--- src/rtl/core/boot_keyboard_report_differ_defines.svh ---
// assertion macros for the boot keyboard report differ
// all of them sample on clk and are held off while rst is high
`ifndef BOOT_KEYBOARD_REPORT_DIFFER_DEFINES_SVH
`define BOOT_KEYBOARD_REPORT_DIFFER_DEFINES_SVH

`ifndef ASSERT_OFF

`define BKRD_ASSERT_SAME(lbl, ante, cons, msg) \
  lbl: assert property (@(posedge clk) disable iff (rst) (ante) |-> (cons)) else $error(msg);

`define BKRD_ASSERT_NEXT(lbl, ante, cons, msg) \
  lbl: assert property (@(posedge clk) disable iff (rst) (ante) |=> (cons)) else $error(msg);

`else

`define BKRD_ASSERT_SAME(lbl, ante, cons, msg)

`define BKRD_ASSERT_NEXT(lbl, ante, cons, msg)

`endif

`endif

--- src/rtl/core/bkrd_pkg.sv ---
`timescale 1ns / 1ps

package bkrd_pkg;

  localparam int KEY_SLOTS   = 6;
  localparam int KNOWN_LIMIT = 116;
  localparam int MOD_COUNT   = 8;
  localparam int EVENT_COUNT = MOD_COUNT + 2 * KEY_SLOTS;

  localparam logic [7:0] MOD_BASE  = 8'd224;
  localparam logic [7:0] KEY_EMPTY = 8'd0;

  typedef struct packed {
    logic [7:0] modifier_bits;
    logic [7:0] key_slot0;
    logic [7:0] key_slot1;
    logic [7:0] key_slot2;
    logic [7:0] key_slot3;
    logic [7:0] key_slot4;
    logic [7:0] key_slot5;
  } report_t;

  typedef struct packed {
    logic [7:0] usage_code;
    logic       pressed;
    logic [7:0] current_modifiers;
    logic       last_event;
  } hid_event_t;

  // usages that produce key events
  function automatic logic usage_known(input logic [7:0] u);
    logic ok;
    ok = ((u >= 8'd4) && (u <= 8'd49)) || ((u >= 8'd51) && (u <= 8'd69)) ||
         (u == 8'd71) || ((u >= 8'd73) && (u <= 8'd99));
    if ({1'b0, u} >= 9'(KNOWN_LIMIT)) begin
      ok = 1'b0;
    end
    return ok;
  endfunction

  // key field of a given slot
  function automatic logic [7:0] slot_key(input report_t r, input int idx);
    logic [7:0] k;
    case (idx)
      0:       k = r.key_slot0;
      1:       k = r.key_slot1;
      2:       k = r.key_slot2;
      3:       k = r.key_slot3;
      4:       k = r.key_slot4;
      5:       k = r.key_slot5;
      default: k = KEY_EMPTY;
    endcase
    return k;
  endfunction

endpackage

--- src/rtl/core/boot_keyboard_report_differ.sv ---
`timescale 1ns / 1ps
// boot keyboard report differ
//
// channels: rpt (input) carries one boot keyboard report per transfer, a
// modifier byte and six key usage slots; evt (output) carries one key event
// per transfer: usage code, press flag, the raw modifier byte of the report,
// and last_event on the final event caused by that report.
// both channels are valid/ready; a transfer happens when both are high.
// the first event of a report passes through the pending event mask and then the
// output register; events then follow one per cycle while evt_ready is high,
// and a report causes from no event (no change) up to 20 events (eight modifier
// changes and a release plus a press on every slot), all drained through the
// single event output register.
// a new report is taken in the same cycle the last pending event of the
// previous one moves to the output register, so reports run back to back.
// a report that changes nothing makes no transfer on evt; it only updates the
// stored previous report. reset clears the previous report and pending events.
// when the receiver stalls, the output register holds its event and the pending
// mask waits; rpt_ready stays low until the last event enters the output register.

`include "boot_keyboard_report_differ_defines.svh"

module boot_keyboard_report_differ
  import bkrd_pkg::*;
(
  input  logic       clk,
  input  logic       rst,
  input  logic       rpt_valid,
  output logic       rpt_ready,
  input  report_t    rpt,
  output logic       evt_valid,
  input  logic       evt_ready,
  output hid_event_t evt
);

  // stored previous report
  logic [7:0] previous_modifiers;
  logic [7:0] previous_keys [KEY_SLOTS];

  // pending work for the report in flight
  logic [EVENT_COUNT-1:0] work_mask;
  logic [7:0]             work_usage [EVENT_COUNT];
  logic [7:0]             work_mods;

  // output register
  logic       out_valid;
  hid_event_t out_event;

  logic [7:0]             new_keys [KEY_SLOTS];
  logic [EVENT_COUNT-1:0] mask_next;
  logic [7:0]             usage_next [EVENT_COUNT];
  logic [EVENT_COUNT-1:0] low_bit;
  logic [EVENT_COUNT-1:0] remaining;
  logic [7:0]             sel_usage;
  logic                   sel_pressed;
  logic                   emit_fire;
  logic                   in_fire;

  // new keys, slots beyond KEY_SLOTS read as empty
  always_comb begin
    for (int i = 0; i < KEY_SLOTS; i++) begin
      new_keys[i] = slot_key(rpt, i);
    end
  end

  // event mask of an incoming report against the stored one
  always_comb begin
    logic [7:0] changed;
    logic       old_seen;
    logic       new_seen;
    changed = rpt.modifier_bits ^ previous_modifiers;
    for (int i = 0; i < MOD_COUNT; i++) begin
      mask_next[i]  = changed[i];
      usage_next[i] = MOD_BASE + 8'(i);
    end
    for (int i = 0; i < KEY_SLOTS; i++) begin
      old_seen = 1'b0;
      new_seen = 1'b0;
      for (int j = 0; j < KEY_SLOTS; j++) begin
        old_seen = old_seen | (new_keys[j] == previous_keys[i]);
        new_seen = new_seen | (previous_keys[j] == new_keys[i]);
      end
      // release of the old key, then press of the new key
      mask_next[MOD_COUNT + 2*i]     = (previous_keys[i] != KEY_EMPTY) && !old_seen &&
                                       usage_known(previous_keys[i]);
      usage_next[MOD_COUNT + 2*i]    = previous_keys[i];
      mask_next[MOD_COUNT + 2*i + 1] = (new_keys[i] != KEY_EMPTY) && !new_seen &&
                                       usage_known(new_keys[i]);
      usage_next[MOD_COUNT + 2*i + 1] = new_keys[i];
    end
  end

  // lowest pending event, one-hot
  assign low_bit   = work_mask & (~work_mask + EVENT_COUNT'(1));
  assign remaining = work_mask & ~low_bit;

  always_comb begin
    sel_usage   = '0;
    sel_pressed = 1'b0;
    for (int i = 0; i < EVENT_COUNT; i++) begin
      if (low_bit[i]) begin
        sel_usage = work_usage[i];
      end
    end
    // modifier events press on the new bit, key events by slot parity
    for (int i = 0; i < MOD_COUNT; i++) begin
      sel_pressed = sel_pressed | (low_bit[i] & work_mods[i]);
    end
    for (int i = 0; i < KEY_SLOTS; i++) begin
      sel_pressed = sel_pressed | low_bit[MOD_COUNT + 2*i + 1];
    end
  end

  assign emit_fire = (work_mask != '0) && (!out_valid || evt_ready);
  // take a new report once the pending mask is empty or its last event leaves now
  assign rpt_ready = (work_mask == '0) || (emit_fire && (remaining == '0));
  assign in_fire   = rpt_valid && rpt_ready;

  always_ff @(posedge clk) begin
    if (rst) begin
      previous_modifiers <= '0;
      for (int i = 0; i < KEY_SLOTS; i++) begin
        previous_keys[i] <= KEY_EMPTY;
      end
      work_mask <= '0;
      out_valid <= 1'b0;
    end else begin
      if (emit_fire) begin
        out_valid <= 1'b1;
      end else if (evt_ready) begin
        out_valid <= 1'b0;
      end
      if (in_fire) begin
        previous_modifiers <= rpt.modifier_bits;
        for (int i = 0; i < KEY_SLOTS; i++) begin
          previous_keys[i] <= new_keys[i];
        end
        work_mask <= mask_next;
      end else if (emit_fire) begin
        work_mask <= remaining;
      end
    end
  end

  // payload registers, no reset
  always_ff @(posedge clk) begin
    if (in_fire) begin
      work_mods <= rpt.modifier_bits;
      for (int i = 0; i < EVENT_COUNT; i++) begin
        work_usage[i] <= usage_next[i];
      end
    end
    if (emit_fire) begin
      out_event.usage_code        <= sel_usage;
      out_event.pressed           <= sel_pressed;
      out_event.current_modifiers <= work_mods;
      out_event.last_event        <= (remaining == '0);
    end
  end

  assign evt_valid = out_valid;
  assign evt       = out_event;

  // the stored modifiers follow every accepted report
  `BKRD_ASSERT_NEXT(a_prev_mods_follow, in_fire, previous_modifiers == $past(rpt.modifier_bits), "stored modifiers lost")
  // the final pending event goes out flagged as last
  `BKRD_ASSERT_NEXT(a_last_flagged, emit_fire && (remaining == '0), out_valid && out_event.last_event, "last event not flagged")
  // each emitted event retires exactly one pending bit unless a report enters
  `BKRD_ASSERT_NEXT(a_one_bit_retired, emit_fire && !in_fire, $countones(work_mask) == $countones($past(work_mask)) - 1, "pending mask not advanced by one")
  // never take a report while more than one event is still pending
  `BKRD_ASSERT_SAME(a_no_overlap, in_fire, $countones(work_mask) <= 1, "report accepted over pending events")

endmodule

--- config.mk ---
export PLATFORM = sky130hd
export DESIGN_NAME = boot_keyboard_report_differ
export DESIGN_NICKNAME = d
export VERILOG_FILES = /design/src/rtl/core/bkrd_pkg.sv /design/src/rtl/core/boot_keyboard_report_differ.sv
export VERILOG_INCLUDE_DIRS = /design/src /design/src/rtl/core
export SDC_FILE = /design/constraint.sdc
export NUM_CORES = 1
export LEC_CHECK = 0
export ABC_AREA = 1
export CAP_MARGIN = 10
export CORE_MARGIN = 2
export CORE_UTILIZATION = 25
export CTS_BUF_LIST = sky130_fd_sc_hd__clkbuf_4 sky130_fd_sc_hd__clkbuf_8 sky130_fd_sc_hd__clkbuf_16
export CTS_CLUSTER_DIAMETER = 80
export DETAILED_ROUTE_END_ITERATION = 10
export DONT_BUFFER_PORTS = 1
export PLACE_DENSITY = 0.43
export SYNTH_ARGS = -nofsm -noshare
export SYNTH_HDL_FRONTEND = slang
export SYNTH_SLANG_ARGS = --single-unit
export TNS_END_PERCENT = 20
--- constraint.sdc ---
create_clock -name clk -period 28 [get_ports clk]
set_input_delay 1.4 -clock clk [delete_from_list [all_inputs] [get_ports clk]]
set_output_delay 1.4 -clock clk [all_outputs]
set_load 0.1 [all_outputs]
==> key figures, run 1 <==
Finish
  • Sequential Area: ~5700 µm²
  • # nets final: 1,558
  • Antenna Cells: 0
  • Most common cell after layout, fill and taps aside: nand2_1
  • Layout area overhead: 8.13%
  • Layout fillers: roughly 5,500
  • Commonest cells after routing, fill and taps aside: nand2_1 (376), edfxtp_1 (170), inv_1 (161)
  • Core Util, Final: 0.272
  • Area of the multi-input gates: ~6100 µm²
  • Layout cells sized above 1: 0.0589
  • Fin cells: ~2,200

Synthesis
  • Seq/Total Area, Yosys: 0.442
  • Avg Inst Size Synth: around 8.1 µm²
  • Synth cell types: 41
  • Post-Synthesis Net Count: ~1,600
  • Mapped cell area: 12,900 µm²
  • YS warnings: 0
  • Main synth FF type: edfxtp_1
  • Gate Count Post-Synth: around 1,600
  • Yosys reg bits: between 150 and 200
  • FFs w/ async S/R, synth: 0
  • Post-synth EDFFs: 170

Min path
  • Hold endpoint: evt[2]$_DFFE_PP_
  • Hold wc startpoint: work_mods[1]$_DFFE_PP_
  • Hold Crit Depth: 0
  • Hold crit path type: flip-flop to flip-flop

Clock tree
  • Max clock buf depth: 2
  • Post-CTS Hold Buffers: 0
  • H-tree levels: 4
  • Clock root buffer: clkbuf_16
  • Clock sinks: 199
  • Clk Latency, worst-skew pair: around 0.47 ns
  • Setup Buffers After CTS: 0
  • Post-cts gate resize count: 0
  • CTS tree: built
  • Clock slew at reported path FFs: about 0.08 ns
  • CTS Buf Count: 17

Critical path
  • Worst Setup Path Type: flip-flop to output port
  • Critical Path Source Type: flip-flop
  • CP required: approximately 27 ns
  • CP arrival: 2.72 ns
  • Reg2Reg Depth: 15
  • Cell at the slowest stage of the critical path: dfxtp_1
  • Crit Path Max Fanout: 19
  • Cell Chain, Critical Path: nor2_1 > nand2_1 > nor2_2 > nand3_4 > nor2_4 > inv_2 > nand2_2 > nand2_1 > nor2_1 > nand3b_1 > nor2_2 > nand2_2 > nand2_4
  • Setup crit end kind: output port
  • Worst reg-to-reg setup slack: approximately 24 ns
  • Crit-path max cell delay: 0.43 ns
  • Reg2reg end: work_usage[3][24]$_DFFE_PP_
  • Reg-to-reg startpoint: work_mask[8]$_SDFFE_PP0P_

STA
  • Worst slew margin: 0.227
  • Tmin final: between 4 and 5 ns
  • Setup_tns: 0 ns
  • Crit share post-route: 0.147
  • Setup Skew: 0.0163 ns
  • Final Max Tran Viols: 0
  • Fmax achieved: 243 MHz
  • Final Hold Viols: 0
  • Worst-Margin Slew: 1.16 ns
  • Final setup margin: 23.88 ns
  • Hold_ws: 0.459 ns
  • Setup-failing EPs final: 0
  • Unrepaired setup endpoints after global routing: false

Drt
  • DRT Wirelength: just over 50,000 µm
  • DRC: 0
  • Via density: roughly 5.1
  • Antenna Nets Post-Route: 0
  • First-pass detailed-route iteration total: 6
  • Vias: 11,074
  • Iter 0 DRT Violations: about 1,100
  • DR WL/cell: around 23 µm

Placed design
  • DP Wirelength: around 37,000 µm
  • Pre-CTS worst setup slack: around 24 ns
  • GP Congestion: 0.946
  • Port Buf Inserts: 0
  • # placed instances: 2,159

Floorplanning
  • Area of the die: ~53,000 µm²
  • # rows: 83
  • Die Height: 231 µm
  • Ports: 80
  • Initial core utilization: 0.252
  • Core box area: 51,100 µm²
  • Die Wd: around 230 µm

Pwr
  • PwrDens: ~120 nW/µm²
  • Maximum vdd ir drop: roughly 0.000036 V
  • LEAKAGE: about 5.5 nW

Global route
  • Total gr overflow: 0
  • Vias in the first global route: between 10,000 and 15,000
  • First-pass GRT wire length: ~75,000 µm
  • Initial antenna violation count: 0
  • Total track usage: 0.195
  • Largest net degree at the start of global routing: ~60

Outcome
  • Status: finished, final reports clean

Run
  • Max cap viols: 0
## cells in the mapped netlist, types with 14 or more instances
library cell	n	area share
clkbuf_1	100	0.029
a21oi_1	54	0.021
nor2_4	16	0.014
nand2_1	377	0.11
nand3_1	90	0.035
edfxtp_1	170	0.40
nor4_1	27	0.013
nor3_1	14	0.0055
nor2_1	117	0.034
o2111ai_1	21	0.014
inv_1	161	0.047
dfxtp_1	29	0.045
xnor2_1	81	0.055
xor2_1	107	0.073
nand4_1	88	0.043
o21ai_0	53	0.021
## power breakdown
part           internal [mW]  switching (mW)
Clock                  0.126           0.125
Combinational          0.198           0.374
Sequential             0.496           0.311
## routing by layer
metal / GRT usage / wire length (µm) / vias up
li1: - / - / 5072
met1: 0.251 / 21300 / 5381
met2: 0.321 / 24400 / 527
met3: 0.0362 / 3890 / 94
met4: 0.0772 / 1660 / 0
met5: 0 / 0 / -
## cell families (layout without fill, tap and decap cells)
kind of cell,count (synthesis),after routing,share of synthesized area
simple gates,765,765,0.276
compound gates,153,153,0.0695
xor+xnor,188,188,0.128
flops,199,199,0.442
buf+inv,279,206,0.0845
## through the flow
step	area [µm²]	total power, mW
6_report	13900	1.63
5_1_grt	13900	1.73
4_1_cts	13900	1.64
3_5_place_dp	13300	1.38
3_3_place_gp	13300	1.38
2_1_floorplan	12900	1.17
## critical path, delay by kind of cell, from the launching register on
| kind | cells | cell delay, ns |
|---|---|---|
| simple gates | 12 | 1.74 |
| buf+inv | 1 | 0.05 |
| flops | 1 | 0.43 |
## sequential cells by signal, indices dropped and copies added (netlist names)
register	count
evt_valid	1
previous_keys	48
work_mods	8
work_mask	20
previous_modifiers	8
work_usage	96
evt	18
## worst max-delay path by stage
stage	from	slack [ns]	end	depth (start not counted)
3_5_place_dp	work_mask[8]$_SDFFE_PP0P_	24.34	work_usage[4][14]$_DFFE_PP_	15
3_3_place_gp	work_mask[8]$_SDFFE_PP0P_	24.42	work_usage[4][12]$_DFFE_PP_	15
6_report	work_mask[8]$_SDFFE_PP0P_	23.88	rpt_ready	13
2_1_floorplan	rpt_valid	17.88	work_mods[0]$_DFFE_PP_	2
5_1_grt	work_mask[8]$_SDFFE_PP0P_	23.61	rpt_ready	10
4_1_cts	work_mask[8]$_SDFFE_PP0P_	23.83	rpt_ready	13
## area by class of cell
cell class | count | share of cell area
timing repair buffer | 6 | 0.00324
inverter | 168 | 0.0454
clock inverter | 12 | 0.00900
sequential | 199 | 0.409
tap | 680 | 0.0612
multi-input combinational | 1106 | 0.439
clock buffer | 20 | 0.0335
No activity file was read; power rests on OpenSTA's default activity.
==> run 2, diff against run 1 <==
PLACE_DENSITY = 0.45   (was 0.43)
clock period = 3.3 ns   (was 28 ns; I/O delays follow)
==> run 2 against run 1 <==
Effect of this change:
- global-route usage rose by 1.9 points
- clock skew rose by 0.0018 ns
- via count rose by 4.6%
- clock power rose to 8.8 times the previous value
- worst setup slack got worse by 24 ns
- register-to-register slack got worse by 24 ns
- routed wire length rose by 11%
- sequential power rose to 8.2 times the previous value
- critical path type is now flip-flop to flip-flop
- critical endpoint is now work_mask[0]$_SDFFE_PP0P_
- highest routed layer is now met5
==> key figures, run 2 (synthesized netlist as in run 1, its figures left out) <==
Placed design
  • Port Buf Inserts: 0
  • DP Wirelength: around 40,000 µm
  • GP Congestion: 0.915

Critical path
  • CP required: around 3.7 ns
  • Cell Chain, Critical Path: nor2_2 > nand2_1 > nor2_2 > nand3_4 > nor2_4 > nand4_1 > nor2_1 > inv_1 > nand2_1 > nand2_1 > buf_4 > inv_1 > nand2_1 > a21oi_1 > dlygate4sd3_1
  • Critical Path Source Type: flip-flop
  • Worst reg-to-reg setup slack: between 0.3 and 0.4 ns
  • Worst Path Buf+Inv: 4
  • Most frequent CP cell: nand2_1
  • Reg2Reg Depth: 15
  • Crit Path Max Fanout: 37
  • Crit-path max cell delay: roughly 0.57 ns
  • CP arrival: about 3.4 ns
  • Reg2reg end: work_mask[0]$_SDFFE_PP0P_
  • Cell at the slowest stage of the critical path: dlygate4sd3_1
  • Crit path launch: work_mask[8]$_SDFFE_PP0P_
  • Reg-to-reg startpoint: work_mask[8]$_SDFFE_PP0P_
  • Setup crit end kind: flip-flop
  • Family with the most delay on the worst path: simple AND/OR/NAND/NOR gates
  • Worst Setup Path Type: flip-flop to flip-flop

STA
  • Unrepaired setup endpoints after global routing: false
  • Final Hold Viols: 0
  • Worst slew margin: 0.386
  • Setup-failing EPs final: 0
  • Fmax achieved: approximately 340 MHz
  • Worst-Margin Slew: slightly above 0.9 ns
  • Tmin final: between 2 and 3 ns
  • Setup_tns: 0 ns
  • Setup Skew: between 0.015 and 0.02 ns
  • Final Max Tran Viols: 0
  • Crit share post-route: 0.904

Global route
  • Largest net degree at the start of global routing: between 50 and 60
  • Initial antenna violation count: 2
  • Total track usage: 0.213
  • Vias in the first global route: approximately 11,000
  • First-pass GRT wire length: around 82,000 µm
  • Total gr overflow: 0

Floorplanning
  • Initial core utilization: 0.252
  • Die Height: approximately 230 µm
  • Core box area: 51,100 µm²
  • # rows: slightly above 80
  • Ports: 80
  • Area of the die: between 50,000 and 60,000 µm²
  • Die Wd: about 230 µm

Finish
  • Largest registers: work_usage x96, previous_keys x48, work_mask x20
  • Core Util, Final: 0.289
  • Layout fillers: around 5,500
  • Antenna Cells: 0
  • Max reg flops: 96
  • Layout cells sized above 1: 0.0739
  • Area of the multi-input gates: 6110 µm²
  • Most common cell after layout, fill and taps aside: nand2_1
  • Commonest cells after routing, fill and taps aside: nand2_1 (376), edfxtp_1 (170), inv_1 (161)
  • Largest reg by FF count: work_usage
  • Sequential Area: about 5700 µm²
  • # nets final: 1,644
  • Layout area overhead: 15.0%

Drt
  • Antenna Nets Post-Route: 0
  • Iter 0 DRT Violations: 1,316
  • Via density: slightly above 5
  • DR WL/cell: around 25 µm
  • DRC: 0
  • First-pass detailed-route iteration total: 6
  • DRT Wirelength: 56,800 µm
  • Vias: 11,585

Clock tree
  • Clock root buffer: clkbuf_16
  • CTS tree: built
  • H-tree levels: 4
  • Post-cts gate resize count: 0
  • Clock slew at reported path FFs: 0.08 ns
  • Clk Latency, worst-skew pair: about 0.48 ns
  • CTS Buf Count: 17
  • Max clock buf depth: 2
  • Clock sinks: between 150 and 200

Pwr
  • PnR Total Power: between 10 and 15 mW
  • LEAKAGE: about 5.9 nW
  • PwrDens: roughly 1000 nW/µm²
  • Maximum vdd ir drop: 0.000448 V

Outcome
  • Status: finished, final reports clean

Min path
  • Hold wc startpoint: rpt[26]
  • Hold crit path type: primary input to flip-flop
  • Hold Crit Depth: 2
  • Hold endpoint: previous_keys[2][2]$_SDFFCE_PN0P_

Run
  • Max cap viols: 0
-- run 2: cell count changes in the layout (fill, tap and decap cells not counted), moves of 2 or more --
cell	change
dlygate4sd3_1	+60
buf_4	+22
buf_12	+4
inv_8	-2
dfxtp_1	-2
nor2_4	+2
dfxtp_2	+2
clkbuf_4	-2
-- run 2: repair_timing --
action                     4_1_cts  5_1_grt
buffers inserted                 0        1
setup endpoints to repair        0        1
hold buffers                    60        0
hold endpoints to repair       113        0
-- run 2: how the worst max path moves through the flow --
stage | endpoint | cells past startpoint | slack [ns]
floorplan | work_mods[0]$_DFFE_PP_ | 13 | -0.38
global placement | work_usage[4][13]$_DFFE_PP_ | 14 | 0.57
detailed placement | work_usage[4][13]$_DFFE_PP_ | 14 | 0.55
CTS | work_mask[0]$_SDFFE_PP0P_ | 17 | 0.12
global route | work_mask[0]$_SDFFE_PP0P_ | 15 | 0.08
finish | work_mask[0]$_SDFFE_PP0P_ | 15 | 0.32
-- run 2: cell type report --
class / count / area share
Sequential cell: 199 / 0.385
Clock inverter: 12 / 0.00821
Tap cell: 680 / 0.0576
Multi-Input combinational cell: 1106 / 0.413
Clock buffer: 20 / 0.0331
Inverter: 168 / 0.0427
Timing Repair Buffer: 92 / 0.0603
-- run 2: power breakdown --
group	switching [mW]	internal [mW]
clock	1.10	1.11
sequential	2.38	4.19
combinational	3.70	1.95
total	7.18	7.25
-- run 2: stage by stage --
stage                     hold slack, ns  setup WS (ns)  cell area [µm²]  instances
after floorplan                    0.227         -0.380            12900       1584
after global placement             0.232          0.567            13600       2184
after detailed placement           0.236          0.551            13600       2184
after CTS                        0.00124          0.125            14800       2276
after global routing              0.0370         0.0830            14800       2277
final                             0.0228          0.317            14800       2277
-- run 2: layer usage --
metal  GRT usage  vias to the layer above  part of all wire
li1            -                     5245                 -
met1       0.278                     5693              0.43
met2       0.349                      515              0.47
met3      0.0366                      130             0.066
met4      0.0889                        2             0.040
met5           0                        -           0.00014
